[config.mk]
export PLATFORM = sky130hd
export DESIGN_NAME = chtlp_ctrl
export DESIGN_NICKNAME = d
export VERILOG_FILES = /design/src/rtl/core/coord_hash_table_linear_probe_unit_defines.svh /design/src/rtl/core/chtlp_pkg.sv /design/src/rtl/core/chtlp_ctrl.sv
export SDC_FILE = /design/constraint.sdc
export NUM_CORES = 1
export LEC_CHECK = 0
export ABC_AREA = 1
export BUFFER_PORTS_ARGS = -buffer_cell sky130_fd_sc_hd__clkbuf_2
export CORE_MARGIN = 3
export CORE_UTILIZATION = 45
export CTS_BUF_LIST = sky130_fd_sc_hd__clkbuf_8
export DETAILED_ROUTE_END_ITERATION = 10
export HOLD_SLACK_MARGIN = 0.02
export PLACE_DENSITY_LB_ADDON = 0.05
export SYNTH_ARGS = -nofsm -noshare
export SYNTH_HDL_FRONTEND = slang
export SYNTH_SLANG_ARGS = --single-unit
[constraint.sdc]
create_clock -name clk -period 1.55 [get_ports clk]
set_input_delay 0.0775 -clock clk [delete_from_list [all_inputs] [get_ports clk]]
set_output_delay 0.0775 -clock clk [all_outputs]
set_load 0.02 [all_outputs]
[src/rtl/core/coord_hash_table_linear_probe_unit_defines.svh]
// assertion macros shared by the coordinate hash table rtl
`ifndef COORD_HASH_TABLE_LINEAR_PROBE_UNIT_DEFINES_SVH
`define COORD_HASH_TABLE_LINEAR_PROBE_UNIT_DEFINES_SVH

// same-cycle implication, held off during reset
`define CHT_ASSERT_IMP(lbl, ante, cons) \
  lbl: assert property (@(posedge clk) disable iff (rst) (ante) |-> (cons)) \
    else $error("hash table assertion failed");

// next-cycle implication, held off during reset
`define CHT_ASSERT_NXT(lbl, ante, cons) \
  lbl: assert property (@(posedge clk) disable iff (rst) (ante) |=> (cons)) \
    else $error("hash table assertion failed");

`endif

[src/rtl/core/chtlp_pkg.sv]
// types, codes and constants of the coordinate hash table
package chtlp_pkg;

  localparam int TABLE_ENTRIES_DEF = 1024;
  localparam int SLOTS_DEF         = 512;
  localparam int SLOT_W            = 9;

  localparam logic [31:0] HASH_MUL_X = 32'd2654435761;
  localparam logic [31:0] HASH_MUL_Y = 32'd805459861;
  localparam logic [31:0] HASH_MUL_Z = 32'd1234567891;

  localparam logic [1:0] ACT_LOOKUP = 2'd0;
  localparam logic [1:0] ACT_INSERT = 2'd1;
  localparam logic [1:0] ACT_REMOVE = 2'd2;
  localparam logic [1:0] ACT_NOP    = 2'd3;

  localparam logic [1:0] ST_DONE = 2'd0;
  localparam logic [1:0] ST_MISS = 2'd1;
  localparam logic [1:0] ST_FULL = 2'd2;

  localparam logic [1:0] TAG_EMPTY = 2'd0;
  localparam logic [1:0] TAG_USED  = 2'd1;
  localparam logic [1:0] TAG_TOMB  = 2'd2;

  typedef struct packed {
    logic [31:0]       x;
    logic [31:0]       y;
    logic [31:0]       z;
    logic [SLOT_W-1:0] slot;
  } ent_t;

  typedef enum logic [3:0] {
    S_CLEAR, S_IDLE, S_HASH, S_HOME, S_READ, S_EVAL, S_CHECK,
    S_WIPE, S_SCAN_RD, S_SCAN_EV, S_SCAN_NXT, S_DONE
  } state_t;

  typedef struct packed {
    logic latch_in;
    logic hash;
    logic home;
    logic rd_entry;
    logic advance;
    logic place;
    logic rec_write;
    logic tomb;
    logic tomb_zero;
    logic clr_zero;
    logic clr_inc;
    logic clr_tag;
    logic clr_valid;
    logic scan_zero;
    logic scan_rd;
    logic scan_load;
    logic scan_inc;
    logic res_hit;
    logic res_miss;
    logic res_full;
    logic res_rebuilt;
    logic out_load;
  } cmd_t;

  typedef struct packed {
    logic [1:0] act;
    logic       tag_empty;
    logic       tag_used;
    logic       key_match;
    logic       step_last;
    logic       clr_last_all;
    logic       clr_last_tab;
    logic       scan_valid;
    logic       scan_last;
    logic       tomb_over;
    logic       out_free;
  } sts_t;

endpackage

[src/rtl/core/chtlp_ctrl.sv]
// sequencer for probing, placing, removing and rebuilding
module chtlp_ctrl (
  input  logic             clk,
  input  logic             rst,
  input  logic             in_valid,
  output logic             in_ready,
  input  chtlp_pkg::sts_t  sts,
  output chtlp_pkg::cmd_t  cmd
);
  import chtlp_pkg::*;

  state_t state, state_next;
  logic   rb, rb_next;
  logic   placing;

  always_ff @(posedge clk) begin
    if (rst) begin
      state <= S_CLEAR;
      rb    <= 1'b0;
    end else begin
      state <= state_next;
      rb    <= rb_next;
    end
  end

  assign placing = rb || (sts.act == ACT_INSERT);

  always_comb begin
    cmd        = '0;
    state_next = state;
    rb_next    = rb;
    in_ready   = 1'b0;
    case (state)
      S_CLEAR: begin
        cmd.clr_tag   = 1'b1;
        cmd.clr_valid = 1'b1;
        cmd.clr_inc   = 1'b1;
        if (sts.clr_last_all) state_next = S_IDLE;
      end
      S_IDLE: begin
        in_ready = 1'b1;
        if (in_valid) begin
          cmd.latch_in = 1'b1;
          state_next   = S_HASH;
        end
      end
      S_HASH: begin
        cmd.hash = 1'b1;
        if (!rb && sts.act == ACT_NOP) state_next = S_DONE;
        else state_next = S_HOME;
      end
      S_HOME: begin
        cmd.home   = 1'b1;
        state_next = S_READ;
      end
      S_READ: begin
        cmd.rd_entry = 1'b1;
        state_next   = S_EVAL;
      end
      S_EVAL: begin
        if (placing) begin
          if (!sts.tag_used) begin
            cmd.place     = 1'b1;
            cmd.rec_write = !rb;
            state_next    = rb ? S_SCAN_NXT : S_DONE;
          end else if (sts.step_last) begin
            cmd.res_full = !rb;
            state_next   = rb ? S_SCAN_NXT : S_DONE;
          end else begin
            cmd.advance = 1'b1;
            state_next  = S_READ;
          end
        end else begin
          if (sts.tag_empty) begin
            cmd.res_miss = 1'b1;
            state_next   = S_DONE;
          end else if (sts.tag_used && sts.key_match) begin
            cmd.res_hit = 1'b1;
            if (sts.act == ACT_REMOVE) begin
              cmd.tomb   = 1'b1;
              state_next = S_CHECK;
            end else begin
              state_next = S_DONE;
            end
          end else if (sts.step_last) begin
            cmd.res_miss = 1'b1;
            state_next   = S_DONE;
          end else begin
            cmd.advance = 1'b1;
            state_next  = S_READ;
          end
        end
      end
      S_CHECK: begin
        if (sts.tomb_over) begin
          cmd.res_rebuilt = 1'b1;
          cmd.tomb_zero   = 1'b1;
          cmd.clr_zero    = 1'b1;
          cmd.scan_zero   = 1'b1;
          rb_next         = 1'b1;
          state_next      = S_WIPE;
        end else begin
          state_next = S_DONE;
        end
      end
      S_WIPE: begin
        cmd.clr_tag = 1'b1;
        cmd.clr_inc = 1'b1;
        if (sts.clr_last_tab) state_next = S_SCAN_RD;
      end
      S_SCAN_RD: begin
        cmd.scan_rd = 1'b1;
        state_next  = S_SCAN_EV;
      end
      S_SCAN_EV: begin
        if (sts.scan_valid) begin
          cmd.scan_load = 1'b1;
          state_next    = S_HASH;
        end else begin
          state_next = S_SCAN_NXT;
        end
      end
      S_SCAN_NXT: begin
        if (sts.scan_last) begin
          rb_next    = 1'b0;
          state_next = S_DONE;
        end else begin
          cmd.scan_inc = 1'b1;
          state_next   = S_SCAN_RD;
        end
      end
      S_DONE: begin
        if (sts.out_free) begin
          cmd.out_load = 1'b1;
          state_next   = S_IDLE;
        end
      end
      default: state_next = S_CLEAR;
    endcase
  end

endmodule

==> out/results.tsv, run 1 <==
stage	metric	value	unit
synthesis	Yosys top cell area share	20.1	%
die	Core Area	0.00135	mm2
synthesis	sequential cell area fraction in the yosys report	14.9	%
worst_setup_path	CP startpoint kind	flip-flop	
synthesis	commonest cells in the netlist	nand2_1, inv_1, nor2_1	
synthesis	Post-Synthesis Cells	128	
route	# DRC	0	
layout	layout cells sized above 1	32.7	%
synthesis	Mapped Area	672	um2
placed_design	Placement Cell Area	846	um2
pwr	Pwr Density	1220	mW/mm2
sta	f_max	0.679	GHz
pwr	Cell Int Power	0.546	mW
die	Initial Util	49.8	%
layout	Nets	181	
cts	TritonCTS buffer count	3	
sta	Slew Limit Fails	0	
sta	final hold viol count	0	
grt	vias in the first global route	763	
cts	Clk Latency, worst-skew pair	0.23	ns
worst_setup_path	Worst EP arrival	1.39	ns
pwr	VDD IR-drop max	0.000802	V
sta	Rel. slew slack	81.2	%
route	final wirelength	1910	um
sta	fin crit share	95.0	%
sta	skew final	0.00619	ns
pwr	Psw	0.559	mW
sta	TNS Setup	0	ns
grt	initial antenna violation count	0	
synthesis	predominant post-synthesis flop cell	dfxtp_1	
pwr	Final Total Pwr	1.11	mW
layout	final non-filler cell total	180	
grt	total global-route track usage	20.6	%
die	DIE AREA	0.00199	mm2
route	Routed wire per std cell	10.6	um
synthesis	most common cell in the synthesized netlist	nand2_1	
synthesis	Post-Syn Nets	143	
cts	clock slew at reported path FFs	0.04	ns
placed_design	port bufs	37	
pwr	P_leak	0.569	nW
pwr	Gate power share	59.8	%
cts	CTS tree	yes	
route	via count	909	
sta	setup violators final	0	
synthesis	Ys Warns	0	
pwr	Clk pwr share	21.6	%
run_status	outcome	finished clean	
worst_hold_path	worst hold path type	in2reg	
synthesis	largest cells by area after synthesis	nand2_1, dfxtp_1, inv_1, nand3_1, nor2_1	
cts	Clk Tree Root Cell	clkbuf_8	
placed_design	post-detail-place hpwl	1570	um
route	First-pass DRT Iterations	4	
synthesis	syn avg cell area	5.25	um2
die	die height	44.6	um
sta	Period minus WS final	1.47	ns
layout	Ant. Diodes	0	
worst_setup_path	CP Capture Type	output port	
grt	first-pass GRT wire length	3090	um
cts	Clock Sinks	5	
job	Max-cap violations	0	
die	Ports	38	
sta	RSZ-0062 raised after global routing	no	
sta	Hold WS	0.0689	ns
pwr	Seq pwr share	18.6	%
worst_setup_path	CP Max Fanout	6	
worst_setup_path	CP required	1.47	ns
route	Vias per Instance	5.05	
synthesis	number of synthesized flops with an enable pin	0	
route	ANT nets after route	0	
synthesis	#FFs+latches synth	5	
cts	CTS Hold Bufs	0	
grt	largest net degree at the start of global routing	9	
synthesis	area leader, netlist	nand2_1	
cts	postcts setup bufs	0	
sta	worst slew pin tran	0.283	ns
layout	fin area	905	um2
die	Die Wd	44.6	um
cts	Max clock buf depth	2	
grt	total congestion overflow	0	
synthesis	asr flop ratio synth	0	%
worst_setup_path	Setup Crit Path Kind	reg2out	
layout	Layout area overhead	34.6	%
synthesis	number of distinct library cells after synthesis	19	
placed_design	Final Wtd Congestion	0.880	
placed_design	Placed Cells	176	
cts	# H-tree levels	1	
die	num rows	13	
pwr	sw frac	50.6	%
route	Starting DRT DRC Count	20	
cell type report:
| class | instances | area (um2) |
|---|---|---|
| clock inverter | 1 | 3.75 |
| clock buffer | 3 | 41.3 |
| multi-input combinational | 93 | 452 |
| timing repair buffer | 38 | 193 |
| sequential | 5 | 103 |
| tap | 15 | 18.8 |
| inverter | 25 | 93.8 |
| fill | 135 | 445 |
metrics by stage:
stage	util, %	setup WS (ns)
after global placement	62.7	0.249
after CTS	66.1	0.000916
after floorplan	-	0.0849
final	67.0	0.0780
after global routing	67.0	0.00555
after detailed placement	62.7	0.196
path summary, 6_finish.rpt:
kind | slack (ns) | to | cells after the start | from
setup / recovery | 0.08 | cmd[15] | 6 | state[3]
hold / removal | 0.07 | state[0] | 2 | rst
hold reg to reg | 0.53 | state[0] | 2 | state[0]
setup reg to reg | 0.18 | state[0] | 9 | state[3]
flip-flops by register name, summed over array words and instances (netlist names):
register,count
state,4
rb,1
worst max-delay path: stages, from the launching register on:
cell and delay, ns:
dfxtp_1 0.35, inv_2 0.12, nand2_4 0.07, nor2_4 0.18, inv_1 0.10, nor4_2 0.15, buf_2 0.21
kinds of logic after synthesis:
group,count (synthesis),share of synthesized area [%]
flip-flops,5,14.9
buffers and inverters,30,19.6
AO/OA/AOI/OAI,10,8.57
AND/OR/NAND/NOR,83,57.0
routing by layer:
metal	routed length [um]	global-route usage (%)	vias up	part of all wire [%]
li1	-	-	470	-
met1	799	26.7	396	42
met2	942	32.4	41	49
met3	159	4.47	2	8.3
met4	12	9.04	0	0.63
met5	0	0	-	0
what timing repair did:
action,CTS,global route
setup endpoints to repair,6,10
gates resized for setup,1,5
pin swaps,0,1
power groups by stage:
stage	clock network, mW	logic [mW]	registers, mW
after floorplan	0	0.498	0.185
after global placement	0	0.650	0.201
after detailed placement	0	0.653	0.202
after CTS	0.241	0.660	0.200
after global routing	0.256	0.733	0.210
final	0.239	0.661	0.206
cell usage in the layout, fill, tap and decap left out, drive strengths merged:
| cell | instances |
|---|---|
| nor4 | 1 |
| nor3 | 7 |
| buf | 3 |
| nor2 | 20 |
| o211ai | 1 |
| clkbuf | 38 |
| nand3b | 2 |
| nand2 | 39 |
| o22ai | 1 |
| a21oi | 4 |
| o21ai | 4 |
| inv | 26 |
| dfxtp | 5 |
| nand3 | 14 |
(Power assumes the default switching activity.)
==> run 2, diff against run 1 <==
--- a/config.mk
+++ b/config.mk
@@ -13,6 +13,7 @@
 export DETAILED_ROUTE_END_ITERATION = 10
 export HOLD_SLACK_MARGIN = 0.02
 export PLACE_DENSITY_LB_ADDON = 0.05
+export REMOVE_ABC_BUFFERS = 1
 export SYNTH_ARGS = -nofsm -noshare
 export SYNTH_HDL_FRONTEND = slang
 export SYNTH_SLANG_ARGS = --single-unit
==> out/results.tsv, run 2 (same netlist as run 1, synthesis figures left out) <==
stage	metric	value	unit	change
die	Ports	38		unchanged
route	Vias per Instance	5.12		+1.4%
cts	# H-tree levels	1		unchanged
run_status	outcome	finished clean		
cts	Max clock buf depth	2		unchanged
job	Max-cap violations	0		unchanged
placed_design	post-detail-place hpwl	1580	um	+0.68%
die	die height	44.6	um	unchanged
grt	first-pass GRT wire length	3060	um	-1.1%
route	First-pass DRT Iterations	4		unchanged
grt	initial antenna violation count	0		unchanged
cts	Clk Tree Root Cell	clkbuf_8		
route	Routed wire per std cell	10.5	um	-0.89%
layout	Largest Register	state		
sta	worst slew pin tran	0.304	ns	+0.0212 ns
worst_setup_path	Worst EP arrival	1.39	ns	about the same
worst_setup_path	cells on worst reg2reg path	9		unchanged
sta	setup violators final	0		unchanged
worst_setup_path	crit-path leading delay family	simple AND/OR/NAND/NOR gates		
sta	skew final	0.00475	ns	-0.00143 ns
layout	Layout area overhead	34.6	%	unchanged
sta	final hold viol count	0		unchanged
worst_setup_path	CP startpoint kind	flip-flop		
route	# DRC	0		unchanged
grt	total global-route track usage	20.3	%	-0.31 points
layout	Fillers	135		unchanged
cts	CTS Hold Bufs	0		unchanged
cts	clock slew at reported path FFs	0.04	ns	about the same
pwr	Clk pwr share	21.5	%	about the same
route	final wirelength	1900	um	-0.89%
worst_setup_path	CP Capture Type	output port		
die	Initial Util	49.8	%	unchanged
sta	Rel. slew slack	79.7	%	-1.4 points
cts	TritonCTS buffer count	3		unchanged
pwr	Pwr Density	1210	mW/mm2	-0.80%
worst_setup_path	Crit path buffers/inverters	2		-1
pwr	P_leak	0.568	nW	-0.11%
die	DIE AREA	0.00199	mm2	unchanged
worst_setup_path	CP required	1.47	ns	about the same
layout	area of the multi-input gates	452	um2	unchanged
worst_setup_path	crit-path max cell delay	0.35	ns	about the same
layout	commonest cells after routing, fill and taps aside	nand2_1, clkbuf_2, inv_1, nor2_1, nand3_1		
worst_setup_path	crit path cell chain	inv_2 > nand2_4 > nor2_4 > nand2_1 > nor3_1 > clkbuf_2		
die	num rows	13		unchanged
route	ANT nets after route	0		unchanged
sta	Slew Limit Fails	0		unchanged
cts	Clk Latency, worst-skew pair	0.22	ns	about the same
cts	CTS tree	yes		
worst_setup_path	critical path depth	6		unchanged
layout	layout cells sized above 1	32.7	%	unchanged
pwr	Gate power share	59.8	%	about the same
grt	largest net degree at the start of global routing	9		unchanged
layout	Reg area	103	um2	unchanged
worst_hold_path	worst hold path type	in2reg		
pwr	Psw	0.551	mW	-1.5%
sta	TNS Setup	0	ns	unchanged
sta	Period minus WS final	1.47	ns	-0.00155 ns
worst_setup_path	Setup Crit Path Kind	reg2out		
pwr	VDD IR-drop max	0.000932	V	+16%
layout	Regs by FF count	state (4), rb (1)		
die	Die Wd	44.6	um	unchanged
worst_hold_path	hold depth	2		unchanged
pwr	Seq pwr share	18.7	%	about the same
route	via count	922		+1.4%
pwr	sw frac	50.2	%	-0.36 points
sta	Final Worst Setup Slack	0.0796	ns	+0.00155 ns
pwr	Cell Int Power	0.546	mW	about the same
placed_design	Final Wtd Congestion	0.860		-2.3%
placed_design	port bufs	37		unchanged
layout	max reg flops	4		unchanged
layout	Ant. Diodes	0		unchanged
grt	total congestion overflow	0		unchanged
die	Core Area	0.00135	mm2	unchanged
sta	fin crit share	94.9	%	-0.10 points
layout	Nets	181		unchanged
sta	f_max	0.680	GHz	+0.11%
worst_setup_path	CP Max Fanout	6		unchanged
placed_design	pre-CTS setup slack	0.185	ns	-0.0113 ns
route	Starting DRT DRC Count	11		-45%
grt	vias in the first global route	743		-2.6%
worst_setup_path	CP max-delay cell	dfxtp_1		
cts	Clock Sinks	5		unchanged
==> run 2: worst reg2reg max path: stages, from the launching register on <==
cell and delay, ns:
dfxtp_1 0.41, inv_2 0.10, nand2_4 0.08, inv_1 0.07
nand2_1 0.13, nand2_1 0.06, nor2_1 0.12, nand3_1 0.09
nand2_1 0.07, a21oi_1 0.05
==> run 2: worst paths after layout <==
kind / slack, ns / startpoint / end
setup / recovery: 0.08 / state[3] / cmd[14]
hold / removal: 0.06 / rst / state[0]
setup reg to reg: 0.24 / state[3] / state[0]
hold reg to reg: 0.53 / state[0] / state[0]
==> run 2: metrics by stage <==
| step | area (um2) | utilization (%) | hold slack (ns) | cells | total power, mW |
|---|---|---|---|---|---|
| detailed placement | 846 | 62.7 | 0.296 | 176 | 0.852 |
| CTS | 892 | 66.1 | 0.0638 | 180 | 1.09 |
| floorplan | 634 | - | 0.147 | 123 | 0.650 |
| global route | 905 | 67.0 | 0.0761 | 180 | 1.18 |
| global placement | 846 | 62.7 | 0.288 | 176 | 0.854 |
| finish | 905 | 67.0 | 0.0561 | 180 | 1.10 |
==> run 2: area by class of cell <==
class	count	area share, %
Clock buffer	3	4.56
Clock inverter	1	0.415
Inverter	25	10.4
Multi-Input combinational cell	93	49.9
Sequential cell	5	11.3
Tap cell	15	2.07
Timing Repair Buffer	38	21.3
==> run 2: per-layer routing <==
layer,part of all wire (%),vias up,track usage (%),wire [um]
li1,-,473,-,-
met3,8.0,4,2.44,152
met5,0,-,0,0
met2,48,39,32.4,908
met4,1.0,0,7.23,19
met1,43,406,27.8,816
==> run 2: timing repair <==
item,CTS,global route
endpoints found under the setup margin,5,9
gates resized for setup,1,4
buffers inserted,0,0
==> run 2: power by group through the flow <==
stage	sequential (mW)	combinational [mW]	clock (mW)
6_report	0.205	0.656	0.236
3_3_place_gp	0.201	0.653	0
3_5_place_dp	0.203	0.649	0
5_1_grt	0.213	0.724	0.247
4_1_cts	0.201	0.654	0.238
2_1_floorplan	0.192	0.458	0
